### src/sv/sfr_pkg.sv
package sfr_pkg;

    localparam logic [7:0]  START_BYTE = 8'hAE;
    localparam logic [7:0]  ESC_BYTE   = 8'hAD;
    localparam logic [7:0]  ESC_AS_ESC = 8'h00;
    localparam logic [7:0]  ESC_AS_SOF = 8'h01;
    localparam logic [15:0] CRC_POLY   = 16'h8408;
    localparam logic [15:0] CRC_INIT   = 16'hFFFF;

    localparam int TDATA_IN_W  = 8;
    localparam int TDATA_OUT_W = 24;

    typedef enum logic [1:0] {
        ST_CRC_GOOD  = 2'd0,
        ST_CRC_BAD   = 2'd1,
        ST_RESTARTED = 2'd2,
        ST_BAD_ESC   = 2'd3
    } frame_status_t;

    typedef enum logic {
        KIND_PAYLOAD   = 1'b0,
        KIND_FRAME_END = 1'b1
    } result_kind_t;

    typedef struct packed {
        result_kind_t  kind;
        logic [7:0]    data_byte;
        frame_status_t frame_status;
        logic [7:0]    frame_length;
    } result_t;

    // reflected CRC-16, one byte, bit at a time (eight narrow steps)
    function automatic logic [15:0] crc16_byte(input logic [15:0] crc_in,
                                               input logic [7:0]  b);
        logic [15:0] c;
        c = crc_in ^ {8'h00, b};
        for (int i = 0; i < 8; i++)
        begin
            if (c[0])
                c = (c >> 1) ^ CRC_POLY;
            else
                c = c >> 1;
        end
        return c;
    endfunction

endpackage

### src/sv/stuffed_frame_receiver_crc16.sv
// Channel  | Dir | tdata (low bit up)                          | tuser
// ---------+-----+---------------------------------------------+---------------------
// s_axis   | in  | [7:0] rx_byte                               | -
// m_axis   | out | [7:0] data_byte, [9:8] frame_status,        | [0] kind
//          |     | [17:10] frame_length, [23:18] zero          | (0 payload, 1 end)
//
// One input beat per cycle, sustained while m_axis takes its results. A beat lands
// in the input register, then the unstuff/CRC/frame logic loads its result, if the
// beat has one, into the result register, which offers it on m_axis (not every beat yields one).
// rst_n (async, active low) puts the receiver in hunt with CRC at 0xFFFF.
// A stalled m_axis holds the result register; the input register then holds
// one more beat and s_axis_tready drops until the waiting result beat is taken.
module stuffed_frame_receiver_crc16
    import sfr_pkg::*;
(
    input  logic                   clk,
    input  logic                   rst_n,
    input  logic                   s_axis_tvalid,
    output logic                   s_axis_tready,
    input  logic [TDATA_IN_W-1:0]  s_axis_tdata,   // [7:0] rx_byte
    output logic                   m_axis_tvalid,
    input  logic                   m_axis_tready,
    output logic [TDATA_OUT_W-1:0] m_axis_tdata,   // [7:0] data_byte, [9:8] frame_status,
                                                   // [17:10] frame_length
    output logic                   m_axis_tuser    // [0] kind
);

    logic       in_valid_reg, in_valid_next;
    logic [7:0] in_byte_reg;
    logic       can_load;
    logic       proc_fire;
    logic       res_valid;
    result_t    res;

    // a held beat is processed when the result register can take its result
    assign proc_fire     = in_valid_reg && can_load;
    assign s_axis_tready = !in_valid_reg || proc_fire;

    always_comb
    begin
        in_valid_next = in_valid_reg;
        if (s_axis_tvalid && s_axis_tready)
            in_valid_next = 1'b1;
        else if (proc_fire)
            in_valid_next = 1'b0;
    end

    always_ff @(posedge clk or negedge rst_n)
    begin
        if (!rst_n)
            in_valid_reg <= 1'b0;
        else
            in_valid_reg <= in_valid_next;
    end

    always_ff @(posedge clk)
    begin
        if (s_axis_tvalid && s_axis_tready)
            in_byte_reg <= s_axis_tdata;
    end

    sfr_core u_core (
        .clk       (clk),
        .rst_n     (rst_n),
        .en        (proc_fire),
        .rx_byte   (in_byte_reg),
        .res_valid (res_valid),
        .res       (res)
    );

    sfr_out_stage u_out (
        .clk           (clk),
        .rst_n         (rst_n),
        .load          (proc_fire),
        .res_valid     (res_valid),
        .res           (res),
        .can_load      (can_load),
        .m_axis_tvalid (m_axis_tvalid),
        .m_axis_tready (m_axis_tready),
        .m_axis_tdata  (m_axis_tdata),
        .m_axis_tuser  (m_axis_tuser)
    );

endmodule

### src/sv/sfr_core.sv
module sfr_core
    import sfr_pkg::*;
(
    input  logic        clk,
    input  logic        rst_n,
    input  logic        en,
    input  logic [7:0]  rx_byte,
    output logic        res_valid,
    output result_t     res
);

    typedef enum logic [2:0] {
        PH_HUNT   = 3'd0,
        PH_LEN    = 3'd1,
        PH_DATA   = 3'd2,
        PH_CRC_LO = 3'd3,
        PH_CRC_HI = 3'd4
    } phase_t;

    phase_t      phase_reg, phase_next;
    logic        esc_reg, esc_next;
    logic [7:0]  len_reg, len_next;
    logic [7:0]  cnt_reg, cnt_next;
    logic [15:0] crc_reg, crc_next;

    logic        in_frame;
    logic        take;
    logic [7:0]  b_eff;
    logic [7:0]  cnt_inc;
    logic [15:0] crc_upd;

    assign in_frame = (phase_reg == PH_DATA) || (phase_reg == PH_CRC_LO) ||
                      (phase_reg == PH_CRC_HI);
    assign cnt_inc  = cnt_reg + 8'd1;
    assign crc_upd  = crc16_byte(crc_reg, b_eff);

    // unstuffing: decide whether this beat carries a frame byte, then step the frame phases, CRC and result
    always_comb
    begin
        b_eff      = rx_byte;
        take       = 1'b0;
        esc_next   = esc_reg;
        phase_next = phase_reg;
        len_next   = len_reg;
        cnt_next   = cnt_reg;
        crc_next   = crc_reg;
        res_valid  = 1'b0;
        res        = '{kind: KIND_FRAME_END, data_byte: 8'h00,
                       frame_status: ST_CRC_GOOD, frame_length: len_reg};

        if (rx_byte == START_BYTE)
        begin
            if (in_frame)
            begin
                res_valid        = 1'b1;
                res.frame_status = ST_RESTARTED;
            end
            phase_next = PH_LEN;
            esc_next   = 1'b0;
        end
        else if (phase_reg == PH_HUNT)
        begin
            take = 1'b0;
        end
        else if (esc_reg)
        begin
            esc_next = 1'b0;
            if (rx_byte == ESC_AS_ESC)
            begin
                b_eff = ESC_BYTE;
                take  = 1'b1;
            end
            else if (rx_byte == ESC_AS_SOF)
            begin
                b_eff = START_BYTE;
                take  = 1'b1;
            end
            else
            begin
                if (in_frame)
                begin
                    res_valid        = 1'b1;
                    res.frame_status = ST_BAD_ESC;
                end
                phase_next = PH_HUNT;
            end
        end
        else if (rx_byte == ESC_BYTE)
        begin
            esc_next = 1'b1;
        end
        else
        begin
            take = 1'b1;
        end

        if (take)
        begin
            case (phase_reg)
                PH_LEN:
                begin
                    len_next   = b_eff;
                    cnt_next   = 8'd0;
                    crc_next   = CRC_INIT;
                    phase_next = (b_eff == 8'd0) ? PH_HUNT : PH_DATA;
                end
                PH_DATA:
                begin
                    crc_next = crc_upd;
                    cnt_next = cnt_inc;
                    if (cnt_inc == len_reg)
                        phase_next = PH_CRC_LO;
                    res_valid = 1'b1;
                    res.kind      = KIND_PAYLOAD;
                    res.data_byte = b_eff;
                end
                PH_CRC_LO:
                begin
                    crc_next   = crc_upd;
                    phase_next = PH_CRC_HI;
                end
                PH_CRC_HI:
                begin
                    crc_next   = crc_upd;
                    phase_next = PH_HUNT;
                    res_valid  = 1'b1;
                    res.frame_status = (crc_upd == 16'h0000) ? ST_CRC_GOOD : ST_CRC_BAD;
                end
                default:
                begin
                    phase_next = PH_HUNT;
                end
            endcase
        end
    end

    always_ff @(posedge clk or negedge rst_n)
    begin
        if (!rst_n)
        begin
            phase_reg <= PH_HUNT;
            esc_reg   <= 1'b0;
            len_reg   <= 8'd0;
            cnt_reg   <= 8'd0;
            crc_reg   <= CRC_INIT;
        end
        else if (en)
        begin
            phase_reg <= phase_next;
            esc_reg   <= esc_next;
            len_reg   <= len_next;
            cnt_reg   <= cnt_next;
            crc_reg   <= crc_next;
        end
    end

endmodule

### src/sv/sfr_out_stage.sv
module sfr_out_stage
    import sfr_pkg::*;
(
    input  logic                   clk,
    input  logic                   rst_n,
    input  logic                   load,
    input  logic                   res_valid,
    input  result_t                res,
    output logic                   can_load,
    output logic                   m_axis_tvalid,
    input  logic                   m_axis_tready,
    output logic [TDATA_OUT_W-1:0] m_axis_tdata,
    output logic                   m_axis_tuser
);

    logic    valid_reg, valid_next;
    result_t res_reg;

    assign can_load = !valid_reg || m_axis_tready;

    always_comb
    begin
        valid_next = valid_reg;
        if (load)
            valid_next = res_valid;
        else if (m_axis_tready)
            valid_next = 1'b0;
    end

    always_ff @(posedge clk or negedge rst_n)
    begin
        if (!rst_n)
            valid_reg <= 1'b0;
        else
            valid_reg <= valid_next;
    end

    always_ff @(posedge clk)
    begin
        if (load && res_valid)
            res_reg <= res;
    end

    assign m_axis_tvalid = valid_reg;
    assign m_axis_tuser  = res_reg.kind;
    assign m_axis_tdata  = {6'd0, res_reg.frame_length, res_reg.frame_status,
                            res_reg.data_byte};

endmodule
### config.mk
export PLATFORM = sky130hd
export DESIGN_NAME = stuffed_frame_receiver_crc16
export DESIGN_NICKNAME = d
export VERILOG_FILES = /design/src/sv/sfr_pkg.sv /design/src/sv/stuffed_frame_receiver_crc16.sv /design/src/sv/sfr_core.sv /design/src/sv/sfr_out_stage.sv
export SDC_FILE = /design/constraint.sdc
export NUM_CORES = 1
export LEC_CHECK = 0
export BUFFER_PORTS_ARGS = -buffer_cell sky130_fd_sc_hd__buf_2
export CORE_ASPECT_RATIO = 1.1
export CORE_MARGIN = 5
export CORE_UTILIZATION = 35
export CTS_BUF_LIST = sky130_fd_sc_hd__clkbuf_2 sky130_fd_sc_hd__clkbuf_4 sky130_fd_sc_hd__clkbuf_8
export DETAILED_ROUTE_END_ITERATION = 8
export PLACE_DENSITY = 0.64
export RECOVER_POWER = 25
export SYNTH_ARGS = -nofsm -noshare
export SYNTH_HDL_FRONTEND = slang
export SYNTH_SLANG_ARGS = --single-unit
### constraint.sdc
create_clock -name clk -period 4.05 [get_ports clk]
set_clock_uncertainty 0.2 [all_clocks]
set_input_delay 0.405 -clock clk [delete_from_list [all_inputs] [get_ports clk]]
set_output_delay 0.405 -clock clk [all_outputs]
set_load 0.02 [all_outputs]
==> run_results.csv <==
group,metric,value,unit
die,core,9790,µm²
synthesis,syn-cell-area,3480,µm²
final_layout,largest_register_ffs,18,
die,die_area,12000,µm²
timing,tightest_slew,2.08,ns
final_layout,design_area,3990,µm²
worst_setup_path,path_delay_family,"simple AND/OR/NAND/NOR gates",
die,rows,38,
grt,grt_overflow,0,
pwr,intPower,1.93,mW
final_layout,final_common_cell,"nor2_1",
grt,track_usage,13.8,%
pwr,pwr-share-clk,22.0,%
final_layout,diodes,0,
placement,post_dp_cell_area,3740,µm²
pwr,ir_drop,0.000249,V
final_layout,nFillCells,950,
die,ios,39,
synthesis,syn_inst,335,
clock_tree,cts_tree,"done",
placement,gp_congestion,0.963,
pwr,p_per_area,788,nW/µm²
final_layout,areaGrowthSynthToFinish,14.7,%
routing,vias,2632,
routing,vias_per_cell,5.34,
grt,grt_max_degree,39,
worst_setup_path,slowest_stage,"edfxtp_1",
routing,wl_per_cell,16.1,µm
pwr,seq_power_share,37.8,%
timing,rsz0062_at_grt,"false",
synthesis,ys_ff_latch,65,
pwr,pwr-share-comb,40.2,%
clock_tree,cts_setup_buffers,0,
die,fp.dieW,105,µm
synthesis,synth_edf_count,27,
timing,holdWs,0.0452,ns
synthesis,syn_avg_cell_area,10.4,µm²
clock_tree,worst_skew_pair.late_latency,0.33,ns
synthesis,ys_types,60,
timing,relSlewSlack,-38.8,%
worst_setup_path,rr_startpoint,"in_byte_reg[7]$_DFFE_PP_",
synthesis,synthFlopType,"edfxtp_1",
status,outcome,"finished, violations left",
worst_setup_path,critPathMaxStageDelay,0.47,ns
routing,drcViolationCount,0,
timing,period_share,70.0,%
placement,dp_hpwl,5.72,mm
status,violations,"capacitance limit, slew limit",
clock_tree,htreeDepth,3,
flow_run,drv_cap,1,
worst_setup_path,r2r-end,"u_core.len_reg[4]$_DFFE_PN0P_",
worst_setup_path,cp-start-kind,"flip-flop",
worst_setup_path,critPathBufInv,1,
synthesis,ys_seq_area_share,51.2,%
die,die_y,115,µm
worst_setup_path,cp-end-kind,"flip-flop",
clock_tree,clock-sinks,65,
pwr,power_switching_share,38.6,%
worst_hold_path,hold_class,"in2reg",
synthesis,yosysWarnings,0,
die,start_util,35.5,%
synthesis,synth_top_area_share,23.3,%
synthesis,async_flop_share,58.5,%
worst_setup_path,cp.required,4.07,ns
worst_setup_path,critical_path.cell_chain,"nor4_4 > a221o_1 > o2111ai_2 > nor3b_2 > buf_4 > mux2_2",
clock_tree,cts_buffer_depth,2,
worst_setup_path,reg2reg_depth,6,
clock_tree,clk_pin_slew_worst_paths,0.07,ns
routing,dr.pass1.iters,5,
clock_tree,hold_buffers,0,
synthesis,ys_top_cells_by_area,"edfxtp_1 23%, dfrtp_1 16%, dfstp_2 12%",
worst_setup_path,reg2reg_setup_slack,1.22,ns
worst_setup_path,crit_fanout,18,
worst_setup_path,crit_type,"reg2reg",
pwr,leakage,1.56,nW
clock_tree,cts_resized,0,
routing,drtIter0Drc,256,
worst_setup_path,startpoint,"in_byte_reg[7]$_DFFE_PP_",
grt,grt_pass1_wl,13.3,mm
final_layout,drive_gt1_share,21.4,%
timing,setup_viol,0,
timing,min_period,2.83,ns
worst_setup_path,cp.depth,6,
clock_tree,cts_made_buffers,9,
timing,fmax,353,MHz
final_layout,layout_common_cells,"46 x nor2_1, 31 x buf_2, 27 x edfxtp_1",
worst_setup_path,endpoint,"u_core.len_reg[4]$_DFFE_PN0P_",
routing,wirelength,7.92,mm
grt,grt_pass1_vias,2645,
grt,antenna_found_initial,0,
pwr,power_switching,1.22,mW
final_layout,nets,381,
routing,antenna_left,0,
synthesis,synth_area_leader_cell,"edfxtp_1",
timing,fin_setup_tns,0,ns
timing,maxSlewViolCount,39,
timing,hold_violations,0,
placement,numPortBuffers,32,
clock_tree,root_buffer,"clkbuf_8",
worst_setup_path,critPathArrivalTime,2.86,ns
cell families (layout without fill, tap and decap cells):
kind of cell             count (synthesis)  in the layout  share of synthesized area (%)
flip-flops                              65             65                           51.2
XOR/XNOR                                38             38                           10.4
AO/OA/AOI/OAI                           71             71                           13.7
AND/OR/NAND/NOR                        127            127                           19.0
other                                    1              6                          0.108
multiplexers                             5              5                           1.51
buffers and inverters                   27             60                           3.77
adder cells (fa/ha/maj)                  1              1                          0.359
per-stage QoR:
step           utilization, %  power [mW]  worst slack (ns)  instances
2_1_floorplan               -        2.14              1.08        340
3_3_place_gp             38.2        2.44              1.25        477
3_5_place_dp             38.2        2.46              1.23        477
4_1_cts                  40.8        3.16              1.22        493
5_1_grt                  40.8        3.37              1.00        493
6_report                 40.8        3.15              1.22        493
power groups by stage:
stage	logic, mW	registers (mW)	clock network [mW]
6_report	1.27	1.19	0.692
5_1_grt	1.42	1.22	0.732
4_1_cts	1.27	1.19	0.705
3_5_place_dp	1.26	1.20	0
3_3_place_gp	1.25	1.19	0
2_1_floorplan	0.968	1.18	0
worst min-delay path by stage:
stage                             startpoint                                to  slack (ns)  cells past startpoint
2_1_floorplan                          rst_n          in_valid_reg$_DFFE_PN0P_       -0.09                      0
3_5_place_dp   u_core.len_reg[3]$_DFFE_PN0P_  u_out.m_axis_tdata[13]$_DFFE_PP_        0.29                      0
5_1_grt                      s_axis_tdata[2]          in_byte_reg[2]$_DFFE_PP_        0.03                      1
6_report                     s_axis_tdata[3]          in_byte_reg[3]$_DFFE_PP_        0.05                      1
3_3_place_gp   u_core.len_reg[0]$_DFFE_PN0P_  u_out.m_axis_tdata[10]$_DFFE_PP_        0.30                      0
4_1_cts                                rst_n     u_core.len_reg[0]$_DFFE_PN0P_        0.01                      1
synthesized netlist by cell type, drive strengths merged (5+ instances only):
cell type and number:
nand2 19, clkbuf 8, dfrtp 22, o21ai 13, or3 8, buf 12, nor4 5, nand3 12
edfxtp 27, xnor2 23, nor2 46, a21oi 25, o22a 5, inv 7, xor2 14, dfstp 16
nand2b 5, nor3 11
per-layer routing:
metal / GRT usage (%) / wire length [µm]
met1: 17.5 / 3550
met2: 22.9 / 3750
met3: 2.99 / 391
met4: 5.80 / 229
met5: 0 / 0
area by class of cell:
class	instances	area (µm²)	share of cell area (%)
Clock buffer	11	151	3.79
Inverter	7	26.3	0.658
Clock inverter	5	101	2.54
Timing Repair Buffer	37	196	4.92
Sequential cell	65	1780	44.6
Multi-Input combinational cell	248	1590	39.7
Tap cell	120	150	3.76
Note: power is estimated with default switching activity, not from simulation.
